**src/rtl/lod_pkg.sv**
```systemverilog
package lod_pkg;

  localparam int unsigned NumRegs     = 7;
  localparam int unsigned CfgIdxW     = 3;
  localparam int unsigned CfgDataW    = 16;
  localparam int unsigned StillCntW   = 9;
  localparam int unsigned PhaseCntW   = 13;

  localparam logic [StillCntW-1:0] StillCntMax = '1;
  localparam logic [PhaseCntW-1:0] PhaseCntMax = '1;

  // register indexes on the configuration port
  typedef enum logic [CfgIdxW-1:0] {
    REG_STILL_THR  = 3'd0,
    REG_STILL_PER  = 3'd1,
    REG_ACCEL_THR  = 3'd2,
    REG_PITCH_WIN  = 3'd3,
    REG_LIFT_TMO   = 3'd4,
    REG_SPIN_TMO   = 3'd5,
    REG_SPIN_THR   = 3'd6
  } reg_idx_e;

  localparam logic [15:0] StillThrRst = 16'd30;
  localparam logic [7:0]  StillPerRst = 8'd10;
  localparam logic [14:0] AccelThrRst = 15'd26000;
  localparam logic [14:0] PitchWinRst = 15'd2000;
  localparam logic [11:0] LiftTmoRst  = 12'd200;
  localparam logic [11:0] SpinTmoRst  = 12'd100;
  localparam logic [15:0] SpinThrRst  = 16'd70;

  typedef enum logic [1:0] {
    PH_STILL = 2'd0,
    PH_LIFT  = 2'd1,
    PH_SPIN  = 2'd2
  } phase_e;

  typedef struct packed {
    logic [15:0] still_thr;
    logic [7:0]  still_per;
    logic [14:0] accel_thr;
    logic [14:0] pitch_win;
    logic [11:0] lift_tmo;
    logic [11:0] spin_tmo;
    logic [15:0] spin_thr;
  } cfg_t;

  // per-period sensor tests
  typedef struct packed {
    logic still;     // |left| + |right| below threshold
    logic lift_ok;   // accel high and pitch near level
    logic spin_ok;   // |left + right| above threshold
  } cond_t;

endpackage

```
**src/rtl/lod_cond.sv**
```systemverilog
module lod_cond
  import lod_pkg::*;
(
  input  cfg_t               cfg_i,
  input  logic signed [15:0] left_count_i,
  input  logic signed [15:0] right_count_i,
  input  logic signed [15:0] vertical_accel_i,
  input  logic signed [15:0] pitch_angle_i,
  output cond_t              cond_o
);

  logic signed [16:0] left_x, right_x, sum_lr;
  logic        [16:0] mag_l, mag_r, mag_sum;
  logic        [17:0] mag_tot;
  logic signed [16:0] win_p, win_n, accel_x, pitch_x;

  always_comb begin
    left_x  = 17'(left_count_i);
    right_x = 17'(right_count_i);
    mag_l   = left_x[16]  ? 17'(-left_x)  : 17'(left_x);
    mag_r   = right_x[16] ? 17'(-right_x) : 17'(right_x);
    mag_tot = 18'(mag_l) + 18'(mag_r);
    sum_lr  = left_x + right_x;
    mag_sum = sum_lr[16] ? 17'(-sum_lr) : 17'(sum_lr);

    accel_x = 17'(vertical_accel_i);
    pitch_x = 17'(pitch_angle_i);
    win_p   = signed'({2'b00, cfg_i.pitch_win});
    win_n   = -win_p;

    cond_o.still   = mag_tot < {2'b00, cfg_i.still_thr};
    cond_o.lift_ok = (accel_x > signed'({2'b00, cfg_i.accel_thr}))
                     && (pitch_x > win_n) && (pitch_x < win_p);
    cond_o.spin_ok = mag_sum > {1'b0, cfg_i.spin_thr};
  end

endmodule

```
**src/rtl/lod_seq.sv**
```systemverilog
module lod_seq
  import lod_pkg::*;
(
  input  logic  clk_i,
  input  logic  rst_ni,
  input  logic  en_i,
  input  cfg_t  cfg_i,
  input  cond_t cond_i,
  output logic  picked_o
);

  phase_e               phase_q, phase_d;
  logic [StillCntW-1:0] still_q, still_d;
  logic [PhaseCntW-1:0] lift_q, lift_d;
  logic [PhaseCntW-1:0] spin_q, spin_d;

  // phases fall through within one period
  logic still_done, reach_lift, lift_tmo_hit, reach_spin, spin_tmo_hit;
  logic [StillCntW-1:0] still_inc;
  logic [PhaseCntW-1:0] lift_inc, spin_inc;

  always_comb begin
    still_inc = cond_i.still ? ((still_q < StillCntMax) ? still_q + 1'b1 : still_q)
                             : '0;
    still_done   = still_inc > {1'b0, cfg_i.still_per};
    reach_lift   = (phase_q == PH_LIFT) || ((phase_q == PH_STILL) && still_done);
    lift_inc     = (lift_q < PhaseCntMax) ? lift_q + 1'b1 : lift_q;
    lift_tmo_hit = lift_inc > {1'b0, cfg_i.lift_tmo};
    reach_spin   = (phase_q == PH_SPIN) || (reach_lift && cond_i.lift_ok);
    spin_inc     = (spin_q < PhaseCntMax) ? spin_q + 1'b1 : spin_q;
    spin_tmo_hit = spin_inc > {1'b0, cfg_i.spin_tmo};
  end

  // next state
  always_comb begin
    phase_d = phase_q;
    still_d = still_q;
    lift_d  = lift_q;
    spin_d  = spin_q;
    if (phase_q == PH_STILL) begin
      still_d = still_done ? '0 : still_inc;
    end
    if (reach_lift) begin
      lift_d  = lift_tmo_hit ? '0 : lift_inc;
      phase_d = lift_tmo_hit ? PH_STILL : PH_LIFT;
    end
    if (reach_spin) begin
      spin_d  = spin_tmo_hit ? '0 : spin_inc;
      phase_d = (spin_tmo_hit || cond_i.spin_ok) ? PH_STILL : PH_SPIN;
    end
  end

  // outputs
  always_comb begin
    picked_o = reach_spin && cond_i.spin_ok;
  end

  always_ff @(posedge clk_i or negedge rst_ni) begin
    if (!rst_ni) begin
      phase_q <= PH_STILL;
      still_q <= '0;
      lift_q  <= '0;
      spin_q  <= '0;
    end else if (en_i) begin
      phase_q <= phase_d;
      still_q <= still_d;
      lift_q  <= lift_d;
      spin_q  <= spin_d;
    end
  end

endmodule

```
**src/rtl/lift_off_detector_core.sv**
```systemverilog
// Lift-off detector for a two-wheel balancing robot: one request per control period.
// A request passes the input reg, then the result reg, before its result is valid.
// One request per cycle while out_stall_i is low; the sequencer is single-pass logic.
// Reset (rst_ni low, async): phase back to still-wait, all counters zero,
// registers to their defaults, both pipeline stages empty.
module lift_off_detector_core
  import lod_pkg::*;
(
  input  logic                clk_i,
  input  logic                rst_ni,
  // configuration
  input  logic                cfg_we_i,
  input  logic [CfgIdxW-1:0]  cfg_idx_i,
  input  logic [CfgDataW-1:0] cfg_wdata_i,
  // request channel
  input  logic                in_valid_i,
  output logic                in_stall_o,
  input  logic signed [15:0]  left_count_i,
  input  logic signed [15:0]  right_count_i,
  input  logic signed [15:0]  vertical_accel_i,
  input  logic signed [15:0]  pitch_angle_i,
  // result channel
  output logic                out_valid_o,
  input  logic                out_stall_i,
  output logic                picked_up_o
);

  // ---------------- configuration registers ----------------
  cfg_t cfg_q;

  always_ff @(posedge clk_i or negedge rst_ni) begin
    if (!rst_ni) begin
      cfg_q.still_thr <= StillThrRst;
      cfg_q.still_per <= StillPerRst;
      cfg_q.accel_thr <= AccelThrRst;
      cfg_q.pitch_win <= PitchWinRst;
      cfg_q.lift_tmo  <= LiftTmoRst;
      cfg_q.spin_tmo  <= SpinTmoRst;
      cfg_q.spin_thr  <= SpinThrRst;
    end else if (cfg_we_i) begin
      case (cfg_idx_i)
        REG_STILL_THR: cfg_q.still_thr <= cfg_wdata_i;
        REG_STILL_PER: cfg_q.still_per <= cfg_wdata_i[7:0];
        REG_ACCEL_THR: cfg_q.accel_thr <= cfg_wdata_i[14:0];
        REG_PITCH_WIN: cfg_q.pitch_win <= cfg_wdata_i[14:0];
        REG_LIFT_TMO:  cfg_q.lift_tmo  <= cfg_wdata_i[11:0];
        REG_SPIN_TMO:  cfg_q.spin_tmo  <= cfg_wdata_i[11:0];
        REG_SPIN_THR:  cfg_q.spin_thr  <= cfg_wdata_i;
        default: ;  // unmapped index: write dropped
      endcase
    end
  end

  // ---------------- pipeline control ----------------
  // Result reg frees when empty or being taken this cycle; stage 1 moves
  // only into a free result reg, and new requests come in behind it.
  logic s1_valid_q;
  logic out_valid_q;
  logic out_free, s1_fire, in_fire;

  assign out_free   = !out_valid_q || !out_stall_i;
  assign s1_fire    = s1_valid_q && out_free;
  assign in_stall_o = s1_valid_q && !out_free;
  assign in_fire    = in_valid_i && !in_stall_o;

  always_ff @(posedge clk_i or negedge rst_ni) begin
    if (!rst_ni) begin
      s1_valid_q  <= 1'b0;
      out_valid_q <= 1'b0;
    end else begin
      if (!in_stall_o) s1_valid_q <= in_valid_i;
      if (out_free)    out_valid_q <= s1_valid_q;
    end
  end

  // ---------------- input register ----------------
  logic signed [15:0] left_q, right_q, accel_q, pitch_q;

  always_ff @(posedge clk_i) begin
    if (in_fire) begin
      left_q  <= left_count_i;
      right_q <= right_count_i;
      accel_q <= vertical_accel_i;
      pitch_q <= pitch_angle_i;
    end
  end

  // ---------------- sensor tests and sequencer ----------------
  cond_t cond;
  logic  picked;

  lod_cond u_cond (
    .cfg_i            (cfg_q),
    .left_count_i     (left_q),
    .right_count_i    (right_q),
    .vertical_accel_i (accel_q),
    .pitch_angle_i    (pitch_q),
    .cond_o           (cond)
  );

  // state advances exactly once per request, as it leaves stage 1
  lod_seq u_seq (
    .clk_i    (clk_i),
    .rst_ni   (rst_ni),
    .en_i     (s1_fire),
    .cfg_i    (cfg_q),
    .cond_i   (cond),
    .picked_o (picked)
  );

  // ---------------- result register ----------------
  logic picked_q;

  always_ff @(posedge clk_i) begin
    if (s1_fire) picked_q <= picked;
  end

  assign out_valid_o = out_valid_q;
  assign picked_up_o = picked_q;

endmodule

```
**config.mk**
```make
export PLATFORM = sky130hd
export DESIGN_NAME = lift_off_detector_core
export DESIGN_NICKNAME = d
export VERILOG_FILES = /design/src/rtl/lod_pkg.sv /design/src/rtl/lod_cond.sv /design/src/rtl/lod_seq.sv /design/src/rtl/lift_off_detector_core.sv
export SDC_FILE = /design/constraint.sdc
export NUM_CORES = 1
export LEC_CHECK = 0
export BUFFER_PORTS_ARGS = -buffer_cell sky130_fd_sc_hd__buf_2
export CORE_ASPECT_RATIO = 1.25
export CORE_MARGIN = 5
export CORE_UTILIZATION = 45
export DETAILED_ROUTE_END_ITERATION = 10
export RECOVER_POWER = 25
export SKIP_CTS_REPAIR_TIMING = 1
export SLEW_MARGIN = 20
export SYNTH_ARGS = -nofsm -noshare
export SYNTH_HDL_FRONTEND = slang
export SYNTH_SLANG_ARGS = --single-unit
```
**constraint.sdc**
```tcl
create_clock -name clk_i -period 18.18 [get_ports clk_i]
set_input_delay 3.636 -clock clk_i [delete_from_list [all_inputs] [get_ports clk_i]]
set_output_delay 3.636 -clock clk_i [all_outputs]
set_load 0.05 [all_outputs]
```
Yosys cells after proc, flatten, opt, wreduce, memory -nomap -nowiden
Index checks and enable logic that the tools add are counted.

Flip-flop bits (word level): 198. Bits of input ports: 88. Word-level logic and storage cells: 90. Output and inout bits: 3.

$add $sub $neg: 9. Magnitude comparators: 11. Mux-type cells: 14. Equal/unequal tests: 8. Reductions and logical operators: 30.

Operators by type and width (count): 13-bit two-way mux (4); 17-bit two-way mux (3); 16-bit negator with 17-bit output (2); 9-bit two-way mux (3); 13-bit by 1-bit adder with 13-bit output (second input constant) (2); 13-bit by 12-bit > comparator with 1-bit output (2); 13-bit less-than comparator (second input constant) (2); 2-bit AND reduction (11); 17-bit by 17-bit adder with 18-bit output (1); 18-bit by 16-bit less-than comparator with 1-bit output (1); 16-bit by 16-bit adder with 17-bit output (1); 16-bit by 17-bit > comparator with 1-bit output (1); 17-bit by 16-bit > comparator with 1-bit output (1); 15-bit negator with 17-bit output (1); 17-bit negator (1); 16-bit > comparator (1); 16-bit less-than comparator (1); 9-bit by 1-bit adder with 9-bit output (second input constant) (1); 3-bit equality test (second input constant) (3); 9-bit by 8-bit > comparator with 1-bit output (1); 9-bit less-than comparator (second input constant) (1); 1-bit logical AND (8); 3-bit by 2-bit equality test with 1-bit output (second input constant) (2); 2-bit two-way mux (3); 9 further kinds (15).

Logic depth before layout (Yosys ltp)
Word-level depth: 12. Depth in mapped cells: 31. Mapped depth without buffers: 30.

Modules after synthesis
A second synthesis with hierarchy kept.

Cells, all modules: 1286. Area total of the unflattened synthesis: 13476.7 µm².

By module, submodules not included: lift_off_detector_core (cells an instance 277, area an instance 5651.7 µm², times used 1, seq. area each 4388.0 µm²); lod_cond (cells an instance 620, area an instance 4548.1 µm², times used 1, seq. area each 0.0 µm²); lod_seq (cells an instance 389, area an instance 3276.9 µm², times used 1, seq. area each 925.9 µm²).

Worst setup path after synthesis
OpenSTA, ideal clock, no wires.

Path kind: input to output. Start point: in out_stall_i. End point: out in_stall_o. Stages on the path: 2. Slack: 10.485 ns. Path buffers: 0. Data arrival time: 4.059 ns. Required time: 14.544 ns. Cell sequence: nand3_1 > inv_1.

Cells in the longest elaborated chain, start to end: 4.

Ends and longest elaborated chain: from (decl) (line lift_off_detector_core.sv:24) `input logic out_stall_i,`; 1-bit logical NOT (line lift_off_detector_core.sv:61) `assign out_free = !out_valid_q || !out_stall_i;`; 1-bit logical OR (line lift_off_detector_core.sv:61); 1-bit logical NOT (line lift_off_detector_core.sv:63) `assign in_stall_o = s1_valid_q && !out_free;`; 1-bit logical AND (line lift_off_detector_core.sv:63); to (decl) (line lift_off_detector_core.sv:17) `output logic in_stall_o,`.

No other way between the ends.

Worst setup path after layout
Ends and elaborated chain as after synthesis.

==> metrics.csv <==
metric,value,unit
avgSynthCellArea,9.68,µm²
min-delay-path-class,flip-flop to flip-flop,
regArea,5310,µm²
cts_tree,yes,
yosysWarnings,0,
cp.required,14540,ps
p_total,1.44,mW
crit_path_end_kind,primary output,
grt_use_met2,35.3,%
power.leakage,6.45,nW
met3_usage,2.46,%
multi_input_area,7480,µm²
finalHoldViolations,0,
tightest_slew,4070,ps
drv_slew,77,
clockBufferDepth,2,
track_usage,19.8,%
overflow,0,
grt_pass1_vias,10300,
setup_tns,0,ps
nets,1709,
synth-seq-area-share,39.7,%
async_reset_ff_share,67.2,%
yosysMostFrequentCell,ha_1,
die-area,33300,µm²
clk_latency,450,ps
rows,70,
drive_above_1_share,14.8,%
fin_crit,7800,ps
final_util,50.7,%
post_dp_cell_area,14300,µm²
ys_ff_latch,198,
synthTopCellsByArea,"dfrtp_1 20%, edfxtp_1 15%, ha_1 14%",
area_growth,11.2,%
cellPowerDensity,96.6,nW/µm²
io_pins,91,
core_area,29300,µm²
htree_levels,4,
use_met1,24.6,%
maxCapViolations,1,
cts_root_buf,clkbuf_16,
crit_fanout,3,
drcViolationCount,0,
first_iter_violations,520,
slew_headroom,-171,%
antenna_found_initial,2,
grt.busiest_layer,met2,
setup_viol,0,
ys.flop_type,dfrtp_1,
worstPathArrival,4160,ps
initial_utilization,45.6,%
vias,10300,
fill_cells,2741,
netlist_top_cells_count,"148 x ha_1, 129 x inv_1, 128 x nand2_1, 106 x dfrtp_1, 105 x o21ai_0",
synth_cells,1382,
die_w,164,µm
viasPerCell,5.47,
hpwl,25000,µm
violations,"max-capacitance violations, max-slew violations",
critical_path_class,primary input to primary output,
skew,18.2,ps
outcome,"complete, but fails checks",
portBuffers,90,
synthDistinctLibCells,71,
synth_top_area_share,19.8,%
path_clk_slew,70,ps
die_y,203,µm
start_kind,primary input,
fin_crit_sh,42.9,%
rsz0062_at_grt,false,
fin_area,14900,µm²
synth_edf_count,65,
gp_congestion,0.882,
ant_nets,0,
irDropWorstVdd,66.1,µV
grt_start_max_net_pins,77,
grt_first_pass_wirelength,52300,µm
yosysTopAreaCell,dfrtp_1,
wl_per_cell,17.2,µm
synthesis.area,13400,µm²
drt_pre_antenna_iters,5,
cts.sinks,198,
clock.fmax,128,MHz
numCtsBuffers,17,
wl,32300,µm
worst max-delay path: stages:
cell	delay [ps]
clkbuf_1	100
nand3_1	110
inv_1	70
buf_2	250
power breakdown:
part,total (mW),internal (mW),switching [mW]
Combinational,0.483,0.208,0.274
Sequential,0.573,0.533,0.0401
Clock,0.381,0.188,0.193
Total,1.44,0.929,0.507
cell families (layout without fill, tap and decap cells):
kind of cell / count (synthesis) / in the layout / share of synthesized area (%)
AOI/OAI and AO/OA: 338 / 338 / 16.7
and+or+nand+nor: 389 / 389 / 14.3
other: 1 / 3 / 0.0280
muxes: 52 / 52 / 4.37
xor gates and xnor gates: 96 / 96 / 6.29
buffers and inverters: 158 / 259 / 4.47
DFF: 198 / 198 / 39.7
adders and majority gates: 150 / 150 / 14.1
sequential cells by signal (all words and copies together) (netlist names), 2 cells and up:
| register | count |
|---|---|
| left_q | 16 |
| u_seq.spin_q | 13 |
| u_seq.still_q | 9 |
| u_seq.lift_q | 13 |
| cfg_q | 94 |
| accel_q | 16 |
| pitch_q | 16 |
| u_seq.phase_q | 2 |
| right_q | 16 |
final cells by class:
type	instances	area share (%)
Multi-Input combinational cell	1027	50.3
Clock buffer	18	2.95
Sequential cell	198	35.7
Timing Repair Buffer	98	3.39
Antenna cell	1	0.0168
Clock inverter	14	0.993
Inverter	129	3.26
Tap cell	396	3.33
per-layer routing:
| layer | vias up | part of all wire, % |
|---|---|---|
| met3 | 47 | 2.3 |
| met4 | 0 | 2.8 |
| met2 | 151 | 52 |
| met5 | - | 0 |
| li1 | 5193 | - |
| met1 | 4891 | 43 |
final timing paths:
path | from | end | slack, ps | depth (start not counted)
setup / recovery | out_stall_i | in_stall_o | 10380 | 4
hold / removal | s1_valid_q$_DFFE_PN0N_ | out_valid_o$_DFFE_PN0N_ | 490 | 1
setup reg to reg | right_q[2]$_DFFE_PP_ | picked_up_o$_DFFE_PP_ | 10720 | 29
hold reg to reg | s1_valid_q$_DFFE_PN0N_ | out_valid_o$_DFFE_PN0N_ | 490 | 1
max in group asynchronous | rst_ni | cfg_q[13]$_DFFE_PN0P_ | 11160 | 2
min in group asynchronous | rst_ni | cfg_q[33]$_DFFE_PN0P_ | 4600 | 1
cell usage in the layout (no fill, tap or decap), types with 23 or more instances in the layout:
| master | count |
|---|---|
| inv_1 | 129 |
| nor2_1 | 64 |
| buf_2 | 85 |
| a21oi_1 | 68 |
| xor2_1 | 23 |
| mux2_2 | 51 |
| ha_1 | 148 |
| nand3_1 | 45 |
| edfxtp_1 | 65 |
| nand4_1 | 27 |
| o21ai_0 | 105 |
| xnor2_1 | 73 |
| dfrtp_1 | 106 |
| nand2b_1 | 25 |
| nand2_1 | 128 |
| dfstp_2 | 27 |
metrics by stage:
step / hold WS, ps / instances / setup slack (ps)
after global routing: 523 / 1881 / 10090
after floorplan: 457 / 1383 / 10490
after detailed placement: 474 / 1848 / 10400
after CTS: 492 / 1880 / 10400
final: 492 / 1881 / 10380
after global placement: 469 / 1848 / 10410
(Power assumes the default switching activity.)
